**src/rtl/tpi_pkg.sv**
```systemverilog
// ----------------------------------------------------------------------------
// tpi_pkg: shared types and constants of the turtle path interpreter
// Command and result codes, fixed-point widths, the pen/stack entry type,
// the quarter-wave sine table and the saturation and degree helpers.
// ----------------------------------------------------------------------------
`default_nettype none

package tpi_pkg;

  // sizes
  localparam int STACK_DEPTH = 128;
  localparam int FRAC_BITS   = 8;
  localparam int POS_W       = 24;
  localparam int HEAD_W      = 9;
  localparam int STEP_W      = 10;
  localparam int TURN_W      = 9;
  localparam int START_W     = 16;
  localparam int CFG_W       = 10;
  localparam int CFG_IDX_W   = 2;
  localparam int FILL_W      = $clog2(STACK_DEPTH + 1);
  localparam int ADDR_W      = $clog2(STACK_DEPTH);

  // angles in whole degrees
  localparam int DEG_FULL      = 360;
  localparam int DEG_QUARTER   = 90;
  localparam int HEADING_RESET = 90;
  localparam int TURN_RESET    = 25;
  localparam int STEP_RESET    = 20;

  // sine table in Q1.14, one quarter wave
  localparam int TRIG_FRAC = 14;
  localparam int TRIG_W    = 16;
  localparam int QMAG_W    = 15;
  localparam int QTAB_N    = DEG_QUARTER + 1;
  localparam int QIDX_W    = $clog2(QTAB_N);
  localparam logic [63:0] RAD_Q30 = 64'd18740330;

  // move scaling from Q1.14 times whole units down to Q.FRAC_BITS
  localparam int MOVE_RSH  = (FRAC_BITS < TRIG_FRAC) ? TRIG_FRAC - FRAC_BITS : 0;
  localparam int MOVE_LSH  = (FRAC_BITS > TRIG_FRAC) ? FRAC_BITS - TRIG_FRAC : 0;
  localparam int ROUND_ADD = (1 << MOVE_RSH) >> 1;
  localparam int PROD_W    = QMAG_W + STEP_W;
  localparam int MAG_W     = PROD_W + 1 + MOVE_LSH;
  localparam int MOVE_W    = MAG_W + 1;
  localparam int SUM_W     = ((MOVE_W > POS_W) ? MOVE_W : POS_W) + 1;
  localparam int SAT_IN_W  = 32;

  // command codes
  typedef enum logic [2:0] {
    CMD_START  = 3'd0,
    CMD_FORWARD = 3'd1,
    CMD_PUSH   = 3'd2,
    CMD_POP    = 3'd3,
    CMD_RIGHT  = 3'd4,
    CMD_LEFT   = 3'd5,
    CMD_LEAF   = 3'd6,
    CMD_IGNORE = 3'd7
  } cmd_t;

  // result codes
  typedef enum logic [2:0] {
    KIND_NONE      = 3'd0,
    KIND_LINE      = 3'd1,
    KIND_MOVE      = 3'd2,
    KIND_LEAF      = 3'd3,
    KIND_OVERFLOW  = 3'd4,
    KIND_UNDERFLOW = 3'd5
  } kind_t;

  // configuration register indexes
  typedef enum logic [CFG_IDX_W-1:0] {
    REG_TURN_ANGLE  = 2'd0,
    REG_STEP_LENGTH = 2'd1,
    REG_DRAW_MODE   = 2'd2,
    REG_LEAF_ENABLE = 2'd3
  } cfg_reg_t;

  typedef logic signed [POS_W-1:0] pos_t;

  // pen position and heading, also one stack entry
  typedef struct packed {
    pos_t              x;
    pos_t              y;
    logic [HEAD_W-1:0] heading;
  } pen_t;

  // stack write request
  typedef struct packed {
    logic              en;
    logic [ADDR_W-1:0] addr;
    pen_t              data;
  } stack_wr_t;

  typedef logic [QTAB_N-1:0][QMAG_W-1:0] quarter_table_t;

  // quarter-wave sine, Q30 series up to the x^13 term, rounded to Q14
  function automatic quarter_table_t build_quarter_sine();
    quarter_table_t tab;
    logic [63:0]    x;
    logic [63:0]    x2;
    logic [63:0]    term;
    logic [63:0]    sum;
    for (int d = 0; d < QTAB_N; d++) begin
      x    = 64'(d) * RAD_Q30;
      x2   = (x * x) >> 30;
      term = x;
      sum  = x;
      term = ((term * x2) >> 30) / 64'd6;
      sum  = sum - term;
      term = ((term * x2) >> 30) / 64'd20;
      sum  = sum + term;
      term = ((term * x2) >> 30) / 64'd42;
      sum  = sum - term;
      term = ((term * x2) >> 30) / 64'd72;
      sum  = sum + term;
      term = ((term * x2) >> 30) / 64'd110;
      sum  = sum - term;
      term = ((term * x2) >> 30) / 64'd156;
      sum  = sum + term;
      tab[d] = QMAG_W'((sum + 64'd32768) >> 16);
    end
    return tab;
  endfunction

  localparam quarter_table_t QUARTER_SINE = build_quarter_sine();

  localparam logic signed [SAT_IN_W-1:0] SAT_HI = (1 <<< (POS_W - 1)) - 1;
  localparam logic signed [SAT_IN_W-1:0] SAT_LO = -(1 <<< (POS_W - 1));

  // clamp a wide signed value to the position range
  function automatic pos_t sat_pos(input logic signed [SAT_IN_W-1:0] v);
    pos_t r;
    if (v > SAT_HI) begin
      r = SAT_HI[POS_W-1:0];
    end else if (v < SAT_LO) begin
      r = SAT_LO[POS_W-1:0];
    end else begin
      r = v[POS_W-1:0];
    end
    return r;
  endfunction

  // fold a 9-bit angle into 0..359
  function automatic logic [HEAD_W-1:0] wrap_deg(input logic [HEAD_W-1:0] v);
    logic [HEAD_W-1:0] r;
    if (v >= HEAD_W'(DEG_FULL)) begin
      r = v - HEAD_W'(DEG_FULL);
    end else begin
      r = v;
    end
    return r;
  endfunction

endpackage

`default_nettype wire

```
**src/rtl/tpi_motion.sv**
```systemverilog
// ----------------------------------------------------------------------------
// tpi_motion: pen position after one forward step
// Looks up cosine and sine of the heading, scales them by the step length,
// rounds half away from zero and adds them to the pen with saturation.
// ----------------------------------------------------------------------------
`default_nettype none

module tpi_motion
  import tpi_pkg::*;
(
  input  wire pen_t              pen,
  input  wire logic [STEP_W-1:0] step_length,
  output pos_t                   x_next,
  output pos_t                   y_next
);

  // sine of a heading in 0..359, Q1.14
  function automatic logic signed [TRIG_W-1:0] sine_q14(input logic [HEAD_W-1:0] deg);
    logic [HEAD_W-1:0] r;
    logic [1:0]        q;
    logic [QIDX_W-1:0] idx;
    logic [QMAG_W-1:0] mag;
    if (deg < HEAD_W'(DEG_QUARTER)) begin
      q = 2'd0;
      r = deg;
    end else if (deg < HEAD_W'(2 * DEG_QUARTER)) begin
      q = 2'd1;
      r = deg - HEAD_W'(DEG_QUARTER);
    end else if (deg < HEAD_W'(3 * DEG_QUARTER)) begin
      q = 2'd2;
      r = deg - HEAD_W'(2 * DEG_QUARTER);
    end else begin
      q = 2'd3;
      r = deg - HEAD_W'(3 * DEG_QUARTER);
    end
    idx = q[0] ? QIDX_W'(HEAD_W'(DEG_QUARTER) - r) : r[QIDX_W-1:0];
    mag = QUARTER_SINE[idx];
    return q[1] ? -$signed({1'b0, mag}) : $signed({1'b0, mag});
  endfunction

  // step_length times a Q1.14 factor, rounded half away from zero
  function automatic logic signed [MOVE_W-1:0] scale_move(
    input logic signed [TRIG_W-1:0] trig,
    input logic [STEP_W-1:0]        step
  );
    logic [QMAG_W-1:0] mag_abs;
    logic [PROD_W-1:0] prod;
    logic [MAG_W-1:0]  mag;
    mag_abs = trig[TRIG_W-1] ? QMAG_W'(-trig) : QMAG_W'(trig);
    prod    = PROD_W'(mag_abs) * PROD_W'(step);
    mag     = ((MAG_W'(prod) + MAG_W'(ROUND_ADD)) >> MOVE_RSH) << MOVE_LSH;
    return trig[TRIG_W-1] ? -$signed({1'b0, mag}) : $signed({1'b0, mag});
  endfunction

  logic [HEAD_W:0]           cos_sum;
  logic [HEAD_W-1:0]         cos_deg;
  logic signed [TRIG_W-1:0]  trig_cos;
  logic signed [TRIG_W-1:0]  trig_sin;
  logic signed [MOVE_W-1:0]  move_x;
  logic signed [MOVE_W-1:0]  move_y;
  logic signed [SUM_W-1:0]   sum_x;
  logic signed [SUM_W-1:0]   sum_y;

  // cosine is the sine a quarter turn further on
  always_comb begin
    cos_sum = (HEAD_W + 1)'(pen.heading) + (HEAD_W + 1)'(DEG_QUARTER);
    if (cos_sum >= (HEAD_W + 1)'(DEG_FULL)) begin
      cos_deg = HEAD_W'(cos_sum - (HEAD_W + 1)'(DEG_FULL));
    end else begin
      cos_deg = cos_sum[HEAD_W-1:0];
    end
  end

  assign trig_cos = sine_q14(cos_deg);
  assign trig_sin = sine_q14(pen.heading);

  // scale, add and clamp
  assign move_x = scale_move(trig_cos, step_length);
  assign move_y = scale_move(trig_sin, step_length);
  assign sum_x  = SUM_W'(pen.x) + SUM_W'(move_x);
  assign sum_y  = SUM_W'(pen.y) + SUM_W'(move_y);
  assign x_next = sat_pos(SAT_IN_W'(sum_x));
  assign y_next = sat_pos(SAT_IN_W'(sum_y));

endmodule

`default_nettype wire

```
**config.mk**
```make
export PLATFORM = sky130hd
export DESIGN_NAME = tpi_motion
export DESIGN_NICKNAME = d
export VERILOG_FILES = /design/src/rtl/tpi_pkg.sv /design/src/rtl/tpi_motion.sv
export SDC_FILE = /design/constraint.sdc
export NUM_CORES = 1
export LEC_CHECK = 0
export BUFFER_PORTS_ARGS = -buffer_cell sky130_fd_sc_hd__buf_4
export CORE_MARGIN = 3
export CORE_UTILIZATION = 50
export DETAILED_ROUTE_END_ITERATION = 8
export GPL_TIMING_DRIVEN = 0
export PLACE_DENSITY = 0.72
export SYNTH_ARGS = -nofsm -noshare
export SYNTH_HDL_FRONTEND = slang
export SYNTH_SLANG_ARGS = --single-unit
```
**constraint.sdc**
```tcl
create_clock -name vclk -period 63.3
set_input_delay 12.66 -clock vclk [all_inputs]
set_output_delay 12.66 -clock vclk [all_outputs]
set_load 0.02 [all_outputs]
```
==> impl_metrics.tcl, run 1 <==
set metrics [dict create \
    vias 22900 \
    timing.critical_path.fanout_max 11 \
    finalHoldViolCount 0 \
    outcome "finished, final reports clean" \
    vias_per_cell 6.33 \
    finalSetupTns_ns 0 \
    post_synth_net_total 3426 \
    finalSetupViolations 0 \
    grt_first_pass_wirelength_mm 119 \
    synth.mux.area_fraction_pct 2.54 \
    floorplan.die_area_um2 46000 \
    synth_common_cells "sky130_fd_sc_hd__nand2_1 (338), sky130_fd_sc_hd__inv_1 (258), sky130_fd_sc_hd__ha_1 (223), sky130_fd_sc_hd__fa_1 (210), sky130_fd_sc_hd__nor2_1 (187)" \
    timing.max_cap.violations 0 \
    worst-endpoint-required_ns 50.64 \
    start_util_pct 51.2 \
    rsz0062_at_grt "no" \
    die_width_um 214 \
    synth_top_family_by_area "adder cells" \
    boundaryPins 115 \
    critPathBufInv 21 \
    area_growth_pct 7.23 \
    crit_path_launch_type "input port" \
    kind_of_critical_path "input port to output port" \
    worst_setup_path_end_kind "output port" \
    dieHeight_um 214 \
    final_net_count 3541 \
    grt_max_degree 14 \
    antenna_found_initial 0 \
    post-route-period-util_pct 73.3 \
    synthTopCellsByArea "sky130_fd_sc_hd__fa_1 (19%), sky130_fd_sc_hd__ha_1 (13%), sky130_fd_sc_hd__nand2_1 (5.8%), sky130_fd_sc_hd__xnor2_1 (4.9%), sky130_fd_sc_hd__inv_1 (4.5%)" \
    cp.arrival_ns 33.76 \
    layout.clock_buffers 0 \
    synth_compound_gate_area_share_pct 24.7 \
    fin_area_um2 23300 \
    yosys_warnings 0 \
    post-synth-top-area-fraction_pct 19.4 \
    post-dp-hpwl_mm 58.8 \
    grt-ovfl-total 0 \
    postRouteAntennaNets 0 \
    cpLargestDelayFamily "buffers and inverters" \
    synth_xor_xnor_area_share_pct 7.91 \
    maxSlewViolCount 0 \
    pin_slew_with_the_least_headroom_to_its_limit_ns 1.25 \
    io_buffers 113 \
    post_synth_num_cell_types 116 \
    slew_headroom_pct 15.9 \
    cts-resized-gates 0 \
    grtUsageTotal_pct 30.8 \
    regArea_um2 0 \
    post_cts_setup_bufs 0 \
    share_of_synthesized_area_occupied_by_flip_flops_and_latches_pct 0 \
    grt_pass1_vias 22900 \
    synth_simple_gate_area_share_pct 24.2 \
    finalWirelength_mm 73.6 \
    dpl-instance-area_um2 23300 \
    synth.most_common_cell "sky130_fd_sc_hd__nand2_1" \
    syn_area_per_cell_um2 7.42 \
    sequential_cell_total 0 \
    layout_min_cycle_time_ns 46.42 \
    antenna_cells 0 \
    worst_path_max_delay_cell "sky130_fd_sc_hd__xnor2_1" \
    placement_rows 75 \
    cpPeakStageDelay_ns 0.92 \
    core_box_area_um2 42400 \
    drive_above_1_share_pct 8.88 \
    drt_drc_violations_left 0 \
    gp_congestion 0.980 \
    post_cts_hold_buffer_count 0 \
    hold_path_class "input port to output port" \
    netlist_instances 2926 \
    netlist.top_cell.by_area "sky130_fd_sc_hd__fa_1" \
    route.detailed.wl_per_inst_um 20.3 \
    crit_path_frequent_cell "sky130_fd_sc_hd__clkbuf_1" \
    timing_limited_maximum_frequency_mhz 21.5 \
    detailedRoute.firstIterationViolations 1939 \
    syn-cell-area_um2 21700 \
    synthAdderAreaFrac_pct 32.3 \
    drt_first_pass_iters 7 \
]
[cell families after synthesis]
group | after synthesis
AO/OA/AOI/OAI | 772
XOR/XNOR | 187
AND/OR/NAND/NOR | 1045
adder cells (fa/ha/maj) | 434
multiplexers | 48
buffers and inverters | 440
[layout make-up]
cell class,count,area (um2)
plain buffers,176,830
fillers,4018,19100
inverters,264,991
multi-input cells,2486,19900
well taps,577,722
repair buffers,113,848
[metrics by stage]
step	worst slack, ns	util, %	instances	hold WS (ns)
detailed placement	17.39	54.9	3616	25.86
finish	16.88	54.9	3616	25.85
CTS	17.31	54.9	3616	25.86
global placement	17.62	54.9	3616	25.84
floorplan	21.96	-	2926	25.73
global route	15.38	54.9	3616	25.92
[worst min-delay path, delay by kind of cell]
kind,cells,cell delay (ns)
compound gates,1,0.15
buf+inv,3,0.26
fa+ha+maj,1,0.12
[cell usage in the layout, fill, tap and decap left out, types with 17 or more instances in the layout]
master / n
sky130_fd_sc_hd__a211oi_1: 33
sky130_fd_sc_hd__a21o_1: 33
sky130_fd_sc_hd__a21oi_1: 153
sky130_fd_sc_hd__a311oi_1: 18
sky130_fd_sc_hd__a31oi_1: 56
sky130_fd_sc_hd__and2_1: 148
sky130_fd_sc_hd__and3_1: 24
sky130_fd_sc_hd__buf_2: 42
sky130_fd_sc_hd__buf_4: 126
sky130_fd_sc_hd__clkbuf_1: 106
sky130_fd_sc_hd__fa_1: 210
sky130_fd_sc_hd__ha_1: 223
sky130_fd_sc_hd__inv_1: 258
sky130_fd_sc_hd__mux2i_1: 36
sky130_fd_sc_hd__nand2_1: 338
sky130_fd_sc_hd__nand2b_1: 33
sky130_fd_sc_hd__nand3_1: 78
sky130_fd_sc_hd__nand3b_1: 22
sky130_fd_sc_hd__nand4_1: 17
sky130_fd_sc_hd__nor2_1: 187
sky130_fd_sc_hd__nor2b_1: 25
sky130_fd_sc_hd__nor3_1: 66
sky130_fd_sc_hd__o211ai_1: 35
sky130_fd_sc_hd__o21ai_0: 170
sky130_fd_sc_hd__o221ai_1: 17
sky130_fd_sc_hd__o31ai_1: 31
sky130_fd_sc_hd__or3_1: 19
sky130_fd_sc_hd__xnor2_1: 121
sky130_fd_sc_hd__xor2_1: 57
[per-layer routing]
metal / wire (um) / vias up / GRT usage, %
li1: - / 10600 / -
met1: 30000 / 11100 / 39.2
met2: 35600 / 1049 / 54.3
met3: 4950 / 212 / 2.89
met4: 3040 / 0 / 11.4
met5: 0 / - / 0
[final timing paths]
path | slack [ns] | cells after the start | startpoint | to
max | 16.88 | 78 | pen[1] | x_next[22]
min | 25.85 | 5 | pen[33] | x_next[0]
Power of run 1 is not shown: default switching activity piles up to over one toggle a cycle in this logic, so the estimate is an artifact.
==> run 2, diff against run 1 <==
--- a/config.mk
+++ b/config.mk
@@ -10,7 +10,7 @@
 export CORE_UTILIZATION = 50
 export DETAILED_ROUTE_END_ITERATION = 8
 export GPL_TIMING_DRIVEN = 0
-export PLACE_DENSITY = 0.72
+export PLACE_DENSITY = 0.75
 export SYNTH_ARGS = -nofsm -noshare
 export SYNTH_HDL_FRONTEND = slang
 export SYNTH_SLANG_ARGS = --single-unit
==> constraint.sdc (replaced) <==
create_clock -name vclk -period 38
set_input_delay 7.6 -clock vclk [all_inputs]
set_output_delay 7.6 -clock vclk [all_outputs]
set_load 0.02 [all_outputs]
==> impl_metrics.tcl, run 2 (synthesis results as in run 1) <==
set metrics [dict create \
    outcome "finished, final reports clean" \
    grtUsageTotal_pct 30.3 \
    layout.cells.most_common_list "sky130_fd_sc_hd__nand2_1 (338), sky130_fd_sc_hd__inv_1 (258), sky130_fd_sc_hd__ha_1 (223), sky130_fd_sc_hd__fa_1 (210), sky130_fd_sc_hd__nor2_1 (187)" \
    sequential_cell_total 0 \
    layout_min_cycle_time_ns 36.16 \
    critPathBufInv 21 \
    post-route-period-util_pct 95.2 \
    drt_first_pass_iters 6 \
    finalHoldViolCount 0 \
    vias_per_cell 6.36 \
    post_cts_hold_buffer_count 0 \
    rsz0062_at_grt "no" \
    crit_path_launch_type "input port" \
    finalSetupViolations 0 \
    slew_headroom_pct 18.8 \
    grt-ovfl-total 0 \
    regArea_um2 0 \
    cpLargestDelayFamily "buffers and inverters" \
    postRouteAntennaNets 0 \
    finalSetupTns_ns 0 \
    timing.max_cap.violations 0 \
    worst_min_delay_path_endpoint "y_next[0]" \
    drt_drc_violations_left 0 \
    floorplan.die_area_um2 46000 \
    grt_first_pass_wirelength_mm 118 \
    route.detailed.wl_per_inst_um 20.0 \
    antenna_cells 0 \
    timing_limited_maximum_frequency_mhz 27.7 \
    nFillCells 4138 \
    placement_rows 75 \
    hold_depth 5 \
    core_box_area_um2 42400 \
    post-dp-hpwl_mm 57.9 \
    start_util_pct 51.2 \
    worst_path_max_delay_cell "sky130_fd_sc_hd__xnor2_1" \
    cpPeakStageDelay_ns 0.91 \
    grt_max_degree 14 \
    die_width_um 214 \
    antenna_found_initial 2 \
    boundaryPins 115 \
    io_buffers 113 \
    grt_pass1_vias 23000 \
    pin_slew_with_the_least_headroom_to_its_limit_ns 1.21 \
    gp_congestion 0.994 \
    mostFrequentLayoutCell "sky130_fd_sc_hd__nand2_1" \
    hold_start "pen[9]" \
    area_growth_pct 7.23 \
    hold_path_class "input port to output port" \
    final_net_count 3541 \
    vias 23000 \
    cp.arrival_ns 28.56 \
    drive_above_1_share_pct 8.88 \
    worst_setup_path_end_kind "output port" \
    kind_of_critical_path "input port to output port" \
    dieHeight_um 214 \
    cts-resized-gates 0 \
    detailedRoute.firstIterationViolations 1957 \
    finalWirelength_mm 72.3 \
    crit_path_frequent_cell "sky130_fd_sc_hd__clkbuf_1" \
    worst-endpoint-required_ns 30.40 \
    layout.clock_buffers 0 \
    post_cts_setup_bufs 0 \
    maxSlewViolCount 0 \
    timing.critical_path.fanout_max 11 \
]
[run 2: cell counts in the layout (fill, tap and decap cells not counted)]
No cell type changed its count.
[run 2: tightest hold or removal path, cell delays in order]
cell,delay [ns]
sky130_fd_sc_hd__buf_4,0.08
sky130_fd_sc_hd__ha_1,0.12
sky130_fd_sc_hd__inv_1,0.03
sky130_fd_sc_hd__o21ai_0,0.15
sky130_fd_sc_hd__buf_4,0.14
[run 2: layout make-up]
class                           instances  area [um2]  area share, %
Multi-Input combinational cell       2486       19900           85.4
Tap cell                              577         722           3.10
Inverter                              264         991           4.26
Timing Repair Buffer                  113         848           3.64
Buffer                                176         830           3.56
[run 2: worst max-delay path by stage]
stage | endpoint | slack, ns | startpoint | depth (start not counted)
6_report | x_next[9] | 1.84 | pen[1] | 77
3_5_place_dp | x_next[22] | 2.44 | pen[1] | 78
4_1_cts | x_next[22] | 2.32 | pen[1] | 78
3_3_place_gp | x_next[22] | 2.63 | pen[1] | 78
2_1_floorplan | x_next[22] | 6.78 | pen[1] | 76
5_1_grt | x_next[22] | 0.47 | pen[1] | 79
[run 2: through the flow]
stage / setup slack (ns) / util (%) / instance area, um2 / hold WS (ns) / std cells
after floorplan: 6.78 / - / 21700 / 15.61 / 2926
after detailed placement: 2.44 / 54.9 / 23300 / 15.72 / 3616
after CTS: 2.32 / 54.9 / 23300 / 15.73 / 3616
final: 1.84 / 54.9 / 23300 / 15.72 / 3616
after global routing: 0.469 / 54.9 / 23300 / 15.78 / 3616
after global placement: 2.63 / 54.9 / 23300 / 15.71 / 3616
[run 2: metal layers]
layer | global-route usage (%) | part of all wire, % | vias up
met5 | 0 | 0.015 | -
met4 | 11.5 | 4.3 | 2
met3 | 4.14 | 7.7 | 263
met2 | 52.6 | 48 | 1156
met1 | 38.3 | 40 | 11000
li1 | - | - | 10600
Power of run 2 is left out for the same reason.
